### src/design/rtch_pkg.sv
`timescale 1ns / 1ps

package rtch_pkg;

    localparam int ANGLE_W  = 9;
    localparam int RADIUS_W = 8;
    localparam int SIZE_W   = 8;
    localparam int OFF_W    = 10;
    localparam int EDGE_W   = 11;
    localparam int E2_W     = 20;
    localparam int ADDR_W   = 3;
    localparam int DATA_W   = 32;

    localparam logic [SIZE_W-1:0] RESET_SHIP_WIDTH  = 8'd16;
    localparam logic [SIZE_W-1:0] RESET_SHIP_HEIGHT = 8'd40;

    localparam logic [63:0] HALF_PI_Q30 = 64'd1686629713;
    localparam longint      Q30_ONE     = longint'(1) <<< 30;

    localparam logic [63:0] SIN_DIV [7] = '{64'd6, 64'd20, 64'd42, 64'd72,
                                            64'd110, 64'd156, 64'd210};
    localparam logic [63:0] COS_DIV [7] = '{64'd2, 64'd12, 64'd30, 64'd56,
                                            64'd90, 64'd132, 64'd182};

    typedef enum logic [0:0] {
        REG_SHIP_WIDTH  = 1'b0,
        REG_SHIP_HEIGHT = 1'b1
    } t_reg_index;

    typedef enum logic [1:0] {
        KIND_NONE   = 2'd0,
        KIND_VERTEX = 2'd1,
        KIND_CENTER = 2'd2,
        KIND_EDGE   = 2'd3
    } t_hit_kind;

    typedef struct packed {
        logic [SIZE_W-1:0] ship_width;
        logic [SIZE_W-1:0] ship_height;
    } t_cfg;

endpackage

### src/design/rtch_cfg.sv
`timescale 1ns / 1ps

module rtch_cfg
    import rtch_pkg::*;
(
    input  logic              i_clk,
    input  logic              i_rst_n,
    input  logic              psel,
    input  logic              penable,
    input  logic              pwrite,
    input  logic [ADDR_W-1:0] paddr,
    input  logic [DATA_W-1:0] pwdata,
    output logic [DATA_W-1:0] prdata,
    output logic              pready,
    output t_cfg              o_cfg
);

    t_cfg       r_cfg;
    t_reg_index w_index;

    assign w_index = t_reg_index'(paddr[2]);
    assign pready  = 1'b1;
    assign o_cfg   = r_cfg;

    always_ff @(posedge i_clk) begin
        if (!i_rst_n) begin
            r_cfg.ship_width  <= RESET_SHIP_WIDTH;
            r_cfg.ship_height <= RESET_SHIP_HEIGHT;
        end else if (psel && penable && pwrite) begin
            unique case (w_index)
                REG_SHIP_WIDTH:  r_cfg.ship_width  <= pwdata[SIZE_W-1:0];
                REG_SHIP_HEIGHT: r_cfg.ship_height <= pwdata[SIZE_W-1:0];
                default: ;
            endcase
        end
    end

    always_comb begin
        unique case (w_index)
            REG_SHIP_WIDTH:  prdata = DATA_W'(r_cfg.ship_width);
            REG_SHIP_HEIGHT: prdata = DATA_W'(r_cfg.ship_height);
            default:         prdata = '0;
        endcase
    end

endmodule
### config.mk
export PLATFORM = sky130hd
export DESIGN_NAME = rtch_cfg
export DESIGN_NICKNAME = d
export VERILOG_FILES = /design/src/design/rtch_pkg.sv /design/src/design/rtch_cfg.sv
export SDC_FILE = /design/constraint.sdc
export NUM_CORES = 1
export LEC_CHECK = 0
export BUFFER_PORTS_ARGS = -buffer_cell sky130_fd_sc_hd__buf_2
export CELL_PAD_IN_SITES_DETAIL_PLACEMENT = 2
export CELL_PAD_IN_SITES_GLOBAL_PLACEMENT = 2
export CORE_MARGIN = 10
export CORE_UTILIZATION = 18
export DETAILED_ROUTE_END_ITERATION = 8
export PLACE_DENSITY_LB_ADDON = 0.25
export SLEW_MARGIN = 10
export SYNTH_ARGS = -nofsm -noshare
export SYNTH_HDL_FRONTEND = slang
export SYNTH_SLANG_ARGS = --single-unit
### constraint.sdc
create_clock -name i_clk -period 0.8 [get_ports i_clk]
set_input_delay 0.12 -clock i_clk [delete_from_list [all_inputs] [get_ports i_clk]]
set_output_delay 0.12 -clock i_clk [all_outputs]
set_load 0.05 [all_outputs]
======== Word-level counts from Yosys, hierarchy flattened ========
Index checks and enable logic that the tools add are counted.
Widths: inputs -> output; s select.
word-level totals
  output and inout bits ................... 49
  word-level logic and storage cells ...... 8
  bits of input ports ..................... 40
  register bits after elaboration ......... 16
cells by class
  reduce and logical (&&, ||, !) cells .... 4
  bitwise gates (word level) .............. 1
  mux-type cells .......................... 1
operators with widths
  cell               count
  $pmux 32 s2        1
  $reduce_and 2->1   2
  $logic_and 1x1->1  2
  $not 1->1          1

======== Depth between registers and ports, before layout ========
Gate-level depths: netlist (run 1).
  word-level depth ........................ 3
  mapped depth ............................ 4

======== Worst setup path before layout (run 1) ========
No wires, ideal clock.
  path type ............................... register to output
  start point ............................. reg r_cfg, in the netlist o_cfg[3]
  end point ............................... out prdata[3]
  stages on the path, launching flop included .. 2
  data arrival time ....................... 1.049 ns
  path slack .............................. -0.369 ns
  cells stage by stage .................... dfxtp_1 mux2_2
on the way
  cells in the longest elaborated chain, start to end .. 1
ends and longest elaborated chain
  element          RTL line        text
  start, declared  rtch_cfg.sv:18  t_cfg r_cfg;
  $pmux 32 s2      rtch_cfg.sv:39  unique case (w_index)
  end, declared    rtch_cfg.sv:13  output logic [DATA_W-1:0] prdata,
Every way passes these cells. The select of a mux whose other input is x is not followed.

======== Final worst setup path (run 1) ========
  start point ............................. reg r_cfg, in the netlist o_cfg[12]
  end point ............................... out prdata[4]
The elaborated chain is that of the path after synthesis.

==> impl_metrics.ini, run 1 <==
[layout]
layout.cells.non_filler = 246
fin_nets = 217
layout-drive-gt1-share = 0.659
final_cell_mix = buf_6, conb_1, buf_8
area_growth_pct = 97.4
largest_reg_flops = 16
insertedDiodeCount = 0
final_common_cell = buf_6

[floorplan]
ioPinCount = 89
die_w_um = 93.8
coreArea_um2 = 5200
die_area_um2 = 8790
rows = 26
die_height_um = 93.8
start_util = 0.188

[power_and_ir_drop]
p_per_area_nw_per_um2 = 1150
ir_drop_uv = 435
p_leak_uw = 0.000918
power_uw = 2230

[timing]
max_freq_mhz = 876
rsz0062_at_grt = yes
setup_ws_ns = -0.342
hold_viol_final = 0
timing.final.max_slew_violations = 0
skew_ns = 0
period_needed_ns = 1.14
finalCritPeriodShare = 1.43
setup_violations = 26

[worst_hold_path]
whs_path_depth = 3
hold_end = o_cfg[4]
min_from = pwdata[4]
hold_path.class = input port to register

[detailed_routing]
ant_nets = 0
drtIter0Drc = 10
viasPerCell = 3.66
wl_per_cell_um = 16.1
drc_errors = 0
drt_wl_total_um = 3950
first_pass_iters = 3
vias = 901

[worst_setup_path]
reg2reg_slack_ns = -0.12
critPathCaptureType = output port
start_kind = register
critPathArrivalTime_ns = 1.02
path_class = register to output port
timing.rr.start = o_cfg[15]
required_ns = 0.68
startpoint = o_cfg[12]
r2r_cells = 5
rr_endpoint = o_cfg[15]
path_max_fanout = 2

[synthesis]
synth_cell_types = 13
syn-instance-count = 104
synth_seq_cells = 16
yosysWarnings = 0
synth_area_um2 = 980
syn_area_per_cell_um2 = 9.42
ys_seq_area_frac = 0.327

[outcome]
violations = setup timing
status = finished with violations

[global_route]
antenna_found_initial = 0
grt_usage = 0.0824
grt_pass1_wl_um = 5720
grt_pass1_vias = 1056
grt_max_degree = 28
grt_overflow = 0

[clock_network]
cts_buffers = 3
cts_hold_buf = 0
cts-htree-levels = 1
path_clk_slew_ns = 0.07
clk-insertion-delay-late_ns = 0.25
max-clock-path-buffers = 2
cts_root_buffer = clkbuf_8
cts_tree = yes
numClockSinks = 16

[run]
drv_cap = 0

[placement]
routabilityCongestion = 0.695
place_ws_ns = -0.297
portBuffers = 37
dp_hpwl_um = 2840
dp.cells = 230
what timing repair did:
| action | 4_1_cts | 5_1_grt |
|---|---|---|
| buffers inserted | 7 | 15 |
| resized for setup | 85 | 31 |
| pin swaps | 0 | 0 |
| endpoints found under the setup margin | 26 | 33 |
| gates cloned | 1 | 0 |
per-stage QoR:
stage	utilization	hold slack [ns]	area, um^2	TNS [ns]
3_5_place_dp	0.273	0.388	1420	-4.46
5_1_grt	0.372	0.156	1930	-6.58
2_1_floorplan	-	0.252	1160	-0.559
6_report	0.372	0.131	1930	-5.72
3_3_place_gp	0.273	0.374	1420	-4.05
4_1_cts	0.350	0.119	1820	-5.70
cells in the mapped netlist:
cell,instances,area share
mux2_2,8,0.092
nor2b_1,6,0.038
nand4b_4,1,0.024
conb_1,2,0.0077
and4b_1,1,0.010
and4_1,1,0.0089
nand2_1,21,0.080
buf_2,3,0.015
buf_4,25,0.19
mux2i_1,16,0.16
nand4_1,1,0.0064
dfxtp_1,16,0.33
buf_6,3,0.034
cell families (layout without fill, tap and decap cells):
logic type / Yosys count / count (layout) / synth area share
flops: 16 / 16 / 0.327
simple gates: 31 / 31 / 0.169
other cells: 2 / 25 / 0.00767
buf+inv: 31 / 80 / 0.241
mux: 24 / 24 / 0.255
worst max path at each step:
| stage | slack, ns | cells after the start | endpoint |
|---|---|---|---|
| 2_1_floorplan | -0.07 | 1 | prdata[4] |
| 3_3_place_gp | -0.23 | 5 | o_cfg[8] |
| 3_5_place_dp | -0.30 | 5 | o_cfg[12] |
| 4_1_cts | -0.35 | 2 | prdata[4] |
| 5_1_grt | -0.37 | 2 | prdata[0] |
| 6_report | -0.34 | 2 | prdata[4] |
layout make-up:
class                      count  area [um^2]
clock buffer                   3         41.3
sequential                    16          380
fill                         558         3270
multi-input combinational     80          574
clock inverter                 1         3.75
timing repair buffer          76          847
tap                           70         87.6
worst max-delay path, stage by stage (launching register included):
cell	delay, ns
dfxtp_4	0.35
mux2_4	0.27
buf_6	0.15
per-layer routing:
layer	GRT usage	wire length, um	vias up
li1	-	-	433
met1	0.0810	1550	431
met2	0.156	2150	35
met3	0.0336	254	2
met4	0.0190	4	0
met5	0	0	-
where the power goes:
group | total, uW | internal [uW] | switching, uW
logic | 823 | 280 | 544
registers | 785 | 773 | 12.3
clock network | 625 | 340 | 285
total | 2230 | 1390 | 841
(Power assumes the default switching activity.)
==> run 2: changes to the inputs <==
PLACE_DENSITY = 0.76   (was unset)
PLACE_DENSITY_LB_ADDON = unset   (was 0.25)
==> run 2 against run 1 <==
Compared with the run above:
- the flow still finishes with violations (setup timing)
- combinational power shrank 6.9%
- sequential share of layout area grew 1.6 points
- largest power group is now sequential cells
- count of clock-buffer cells in the layout is the same
- final area shrank 7.4%
- utilization shrank 2.7 points
- fmax grew 0.12%
- cell count shrank 3.7%
- clock power shrank 5.1%
- critical path depth is the same
- first-iteration DRC count grew 90%
- register-to-register slack gained 0.15 ns
- largest cell class unchanged
==> impl_metrics.ini, run 2 (same netlist as run 1, synthesis figures left out) <==
[timing]
max_freq_mhz = 877
timing.final.max_slew_violations = 0
fin_tns_setup_ns = -5.20
setup_violations = 24
skew_ns = 0
period_needed_ns = 1.14
hold_viol_final = 0
setup_ws_ns = -0.340
finalCritPeriodShare = 1.43
whs_ns = 0.130
rsz0062_at_grt = yes

[clock_network]
cts_root_buffer = clkbuf_8
cts-htree-levels = 1
cts_buffers = 3
cts_hold_buf = 0
numClockSinks = 16
max-clock-path-buffers = 2
cts_tree = yes
clk-insertion-delay-late_ns = 0.24
path_clk_slew_ns = 0.06

[floorplan]
rows = 26
die_w_um = 93.8
die_height_um = 93.8
ioPinCount = 89
coreArea_um2 = 5200
start_util = 0.188
die_area_um2 = 8790

[detailed_routing]
drtIter0Drc = 19
viasPerCell = 3.62
drt_wl_total_um = 3510
drc_errors = 0
vias = 859
wl_per_cell_um = 14.8
first_pass_iters = 2
ant_nets = 0

[worst_setup_path]
critPathTopFamily = flip-flops
slowest_stage = dfxtp_4
path_max_fanout = 2
critPathArrivalTime_ns = 1.02
required_ns = 0.68
slowest_delay_ns = 0.34
path_cells = mux2_4 -> buf_8
critPathCaptureType = output port
start_kind = register
path_class = register to output port
crit_buf_inv = 1

[layout]
final_cell_mix = conb_1, buf_6, buf_8
area_growth_pct = 82.9
layout-drive-gt1-share = 0.605
finish.instance_area_um2 = 1790
final_common_cell = conb_1
fin_nets = 209
insertedDiodeCount = 0
largest_reg_flops = 16

[placement]
routabilityCongestion = 0.674
dp_hpwl_um = 2670
portBuffers = 37
placed_area_um2 = 1400

[worst_hold_path]
hold_path.class = input port to register

[global_route]
grt_pass1_wl_um = 5310
grt_max_degree = 28
grt_usage = 0.0757
grt_overflow = 0
grt_pass1_vias = 1014
antenna_found_initial = 0

[outcome]
status = finished with violations
violations = setup timing

[power_and_ir_drop]
p_per_area_nw_per_um2 = 1200
ir_drop_uv = 457
p_leak_uw = 0.000849

[run]
drv_cap = 0
[run 2: cell count changes in the layout (fill, tap and decap cells not counted), sizes merged]
| cell | delta |
|---|---|
| buf | -8 |
| clkinv | -1 |
[run 2: worst min-delay path, delay by kind of cell]
kind / cells / cell delay (ns)
and+or+nand+nor: 1 / 0.05
buffers and inverters: 1 / 0.11
muxes: 1 / 0.05
[run 2: final cells by class]
| cell class | count | area [um^2] |
|---|---|---|
| clock buffer | 3 | 41.3 |
| multi-input combinational | 80 | 552 |
| tap | 70 | 87.6 |
| timing repair buffer | 68 | 731 |
| sequential | 16 | 380 |
| fill | 578 | 3410 |
[run 2: repair_timing]
action / in CTS / in global routing
gates resized for setup: 81 / 19
setup endpoints to repair: 24 / 26
setup buffers: 3 / 9
[run 2: path summary, 6_finish.rpt]
path | startpoint | cells past startpoint | slack, ns | end
worst max-delay path | o_cfg[14] | 2 | -0.34 | prdata[6]
worst min-delay path | pwdata[5] | 3 | 0.13 | o_cfg[13]
worst max register to register | o_cfg[0] | 4 | 0.03 | o_cfg[0]
worst min register to register | o_cfg[13] | 3 | 0.59 | o_cfg[13]
[run 2: power breakdown]
group | leakage [uW] | total [uW] | internal [uW] | switching (uW)
Combinational | 0.000688 | 766 | 243 | 523
Clock | 0.0000216 | 593 | 333 | 260
Sequential | 0.000140 | 785 | 773 | 12.1
Total | 0.000849 | 2140 | 1350 | 795
[run 2: per-layer routing]
| layer | wire length [um] | part of all wire | GRT usage | vias up |
|---|---|---|---|---|
| li1 | - | - | - | 412 |
| met1 | 1350 | 0.39 | 0.0814 | 408 |
| met4 | 55 | 0.016 | 0.0304 | 0 |
| met3 | 177 | 0.050 | 0.0200 | 4 |
| met2 | 1920 | 0.55 | 0.137 | 35 |
| met5 | 0 | 0 | 0 | - |
[run 2: stage by stage]
stage | utilization | power (uW) | std cells | setup slack [ns]
2_1_floorplan | - | 1400 | 127 | -0.0699
3_3_place_gp | 0.269 | 1450 | 229 | -0.225
3_5_place_dp | 0.269 | 1460 | 229 | -0.238
4_1_cts | 0.334 | 2160 | 235 | -0.341
5_1_grt | 0.344 | 2260 | 237 | -0.368
6_report | 0.344 | 2140 | 237 | -0.340
==> run 3: changes to the inputs <==
BUFFER_PORTS_ARGS = unset   (was -buffer_cell sky130_fd_sc_hd__buf_2)
CORE_UTILIZATION = 30   (was 18)
DONT_BUFFER_PORTS = 1   (was unset)
PLACE_DENSITY = 0.73   (was 0.76)
==> run 3 against run 2 <==
Compared with the run above:
- the flow finishes with violations (hold timing, setup timing)
- sequential power about the same
- register-to-register slack got worse by 0.10 ns
- count of clock-buffer cells in the layout stayed put
==> impl_metrics.ini, run 3 (same netlist as run 1, synthesis figures left out) <==
[worst_setup_path]
critPathTopFamily = flip-flops
reg2reg_slack_ns = -0.07
crit_buf_inv = 0
start_kind = register
path_depth = 1
slowest_delay_ns = 0.36
startpoint = o_cfg[13]
critPathArrivalTime_ns = 1.02
timing.rr.start = o_cfg[5]
slowest_stage = dfxtp_4
path_max_fanout = 2
required_ns = 0.68
path_class = register to output port
critPathCaptureType = output port
r2r_cells = 4
path_cells = mux2_4

[layout]
area_growth_pct = 63.2
final_cell_mix = conb_1, buf_6, nand2_1, dfxtp_4, mux2i_1
fillers = 312
layout-drive-gt1-share = 0.531
final_util = 0.520
final-seq-area_um2 = 380
final_common_cell = conb_1
multiInputGateArea_um2 = 566
insertedDiodeCount = 0
largest_reg_flops = 16
fin_nets = 185

[placement]
portBuffers = 0
place_ws_ns = -0.0486
routabilityCongestion = 0.679
dp_hpwl_um = 2510

[floorplan]
die_height_um = 77.1
start_util = 0.318
die_w_um = 77.1
ioPinCount = 89
die_area_um2 = 5950
coreArea_um2 = 3080
rows = 20

[timing]
max_freq_mhz = 876
setup_ws_ns = -0.342
period_needed_ns = 1.14
rsz0062_at_grt = yes
setup_violations = 28
whs_ns = -0.0397
timing.final.max_slew_violations = 0
skew_ns = 0
finalCritPeriodShare = 1.43
hold_viol_final = 13

[global_route]
grt_pass1_vias = 903
grt_pass1_wl_um = 5240
grt_overflow = 0
grt_usage = 0.111
grt_max_degree = 28
antenna_found_initial = 0

[power_and_ir_drop]
ir_drop_uv = 610
p_per_area_nw_per_um2 = 1190
p_leak_uw = 0.000732

[detailed_routing]
drc_errors = 0
top_layer = met4
drtIter0Drc = 32
routed-wl-met3_um = 246
vias = 786
routed-wl-met2_um = 1970
wl_met1_um = 1600
first_pass_iters = 2
drt_wl_total_um = 3840
ant_nets = 0
viasPerCell = 4.20
wl_per_cell_um = 20.6

[outcome]
status = finished with violations
violations = hold timing, setup timing

[clock_network]
cts_root_buffer = clkbuf_4
numClockSinks = 16
max-clock-path-buffers = 2
cts-htree-levels = 1
path_clk_slew_ns = 0.11
cts_tree = yes
clk-insertion-delay-late_ns = 0.29
cts_buffers = 3

[worst_hold_path]
min_from = i_rst_n
hold_path.class = input port to register
whs_path_depth = 2

[run]
drv_cap = 0
-- run 3: cell count changes in the layout (fill, tap and decap cells not counted), sizes merged --
cell and delta:
dlygate4sd3 +4, buf -28
-- run 3: area by class of cell --
| class | instances | area share |
|---|---|---|
| clock buffers | 3 | 0.0141 |
| flip-flops and latches | 16 | 0.238 |
| multi-input cells | 80 | 0.354 |
| well taps | 44 | 0.0344 |
| repair buffers | 44 | 0.360 |
-- run 3: final timing paths --
check / endpoint
worst max-delay path: prdata[5]
worst min-delay path: o_cfg[8]
worst min register to register: o_cfg[1]
worst max register to register: o_cfg[5]
-- run 3: per-layer routing --
metal	vias up	GRT usage
met4	0	0.0383
met1	379	0.124
met3	2	0.0385
met2	40	0.189
li1	365	-
met5	-	0
-- run 3: where the power goes --
group          internal, uW  total [uW]  switching (uW)
logic                   182         645             463
clock network           176         463             288
registers               772         788            16.0
-- run 3: what timing repair did --
action                                 CTS  global route
pin swaps                                0             1
gates resized for setup                 32            18
endpoints found under the hold margin   13            13
hold buffers                             3             1
buffers inserted                         5             6
setup endpoints to repair               25            30
-- run 3: metrics by stage --
step	std cells	area (um^2)	hold slack (ns)	total power (uW)	setup TNS [ns]
finish	187	1600	-0.0397	1900	-6.43
global route	187	1600	-0.0592	2000	-7.76
CTS	183	1510	-0.0478	1860	-6.28
detailed placement	172	1300	0.269	1370	-0.0757
global placement	172	1300	0.254	1360	0
floorplan	127	1160	0.252	1400	-0.559
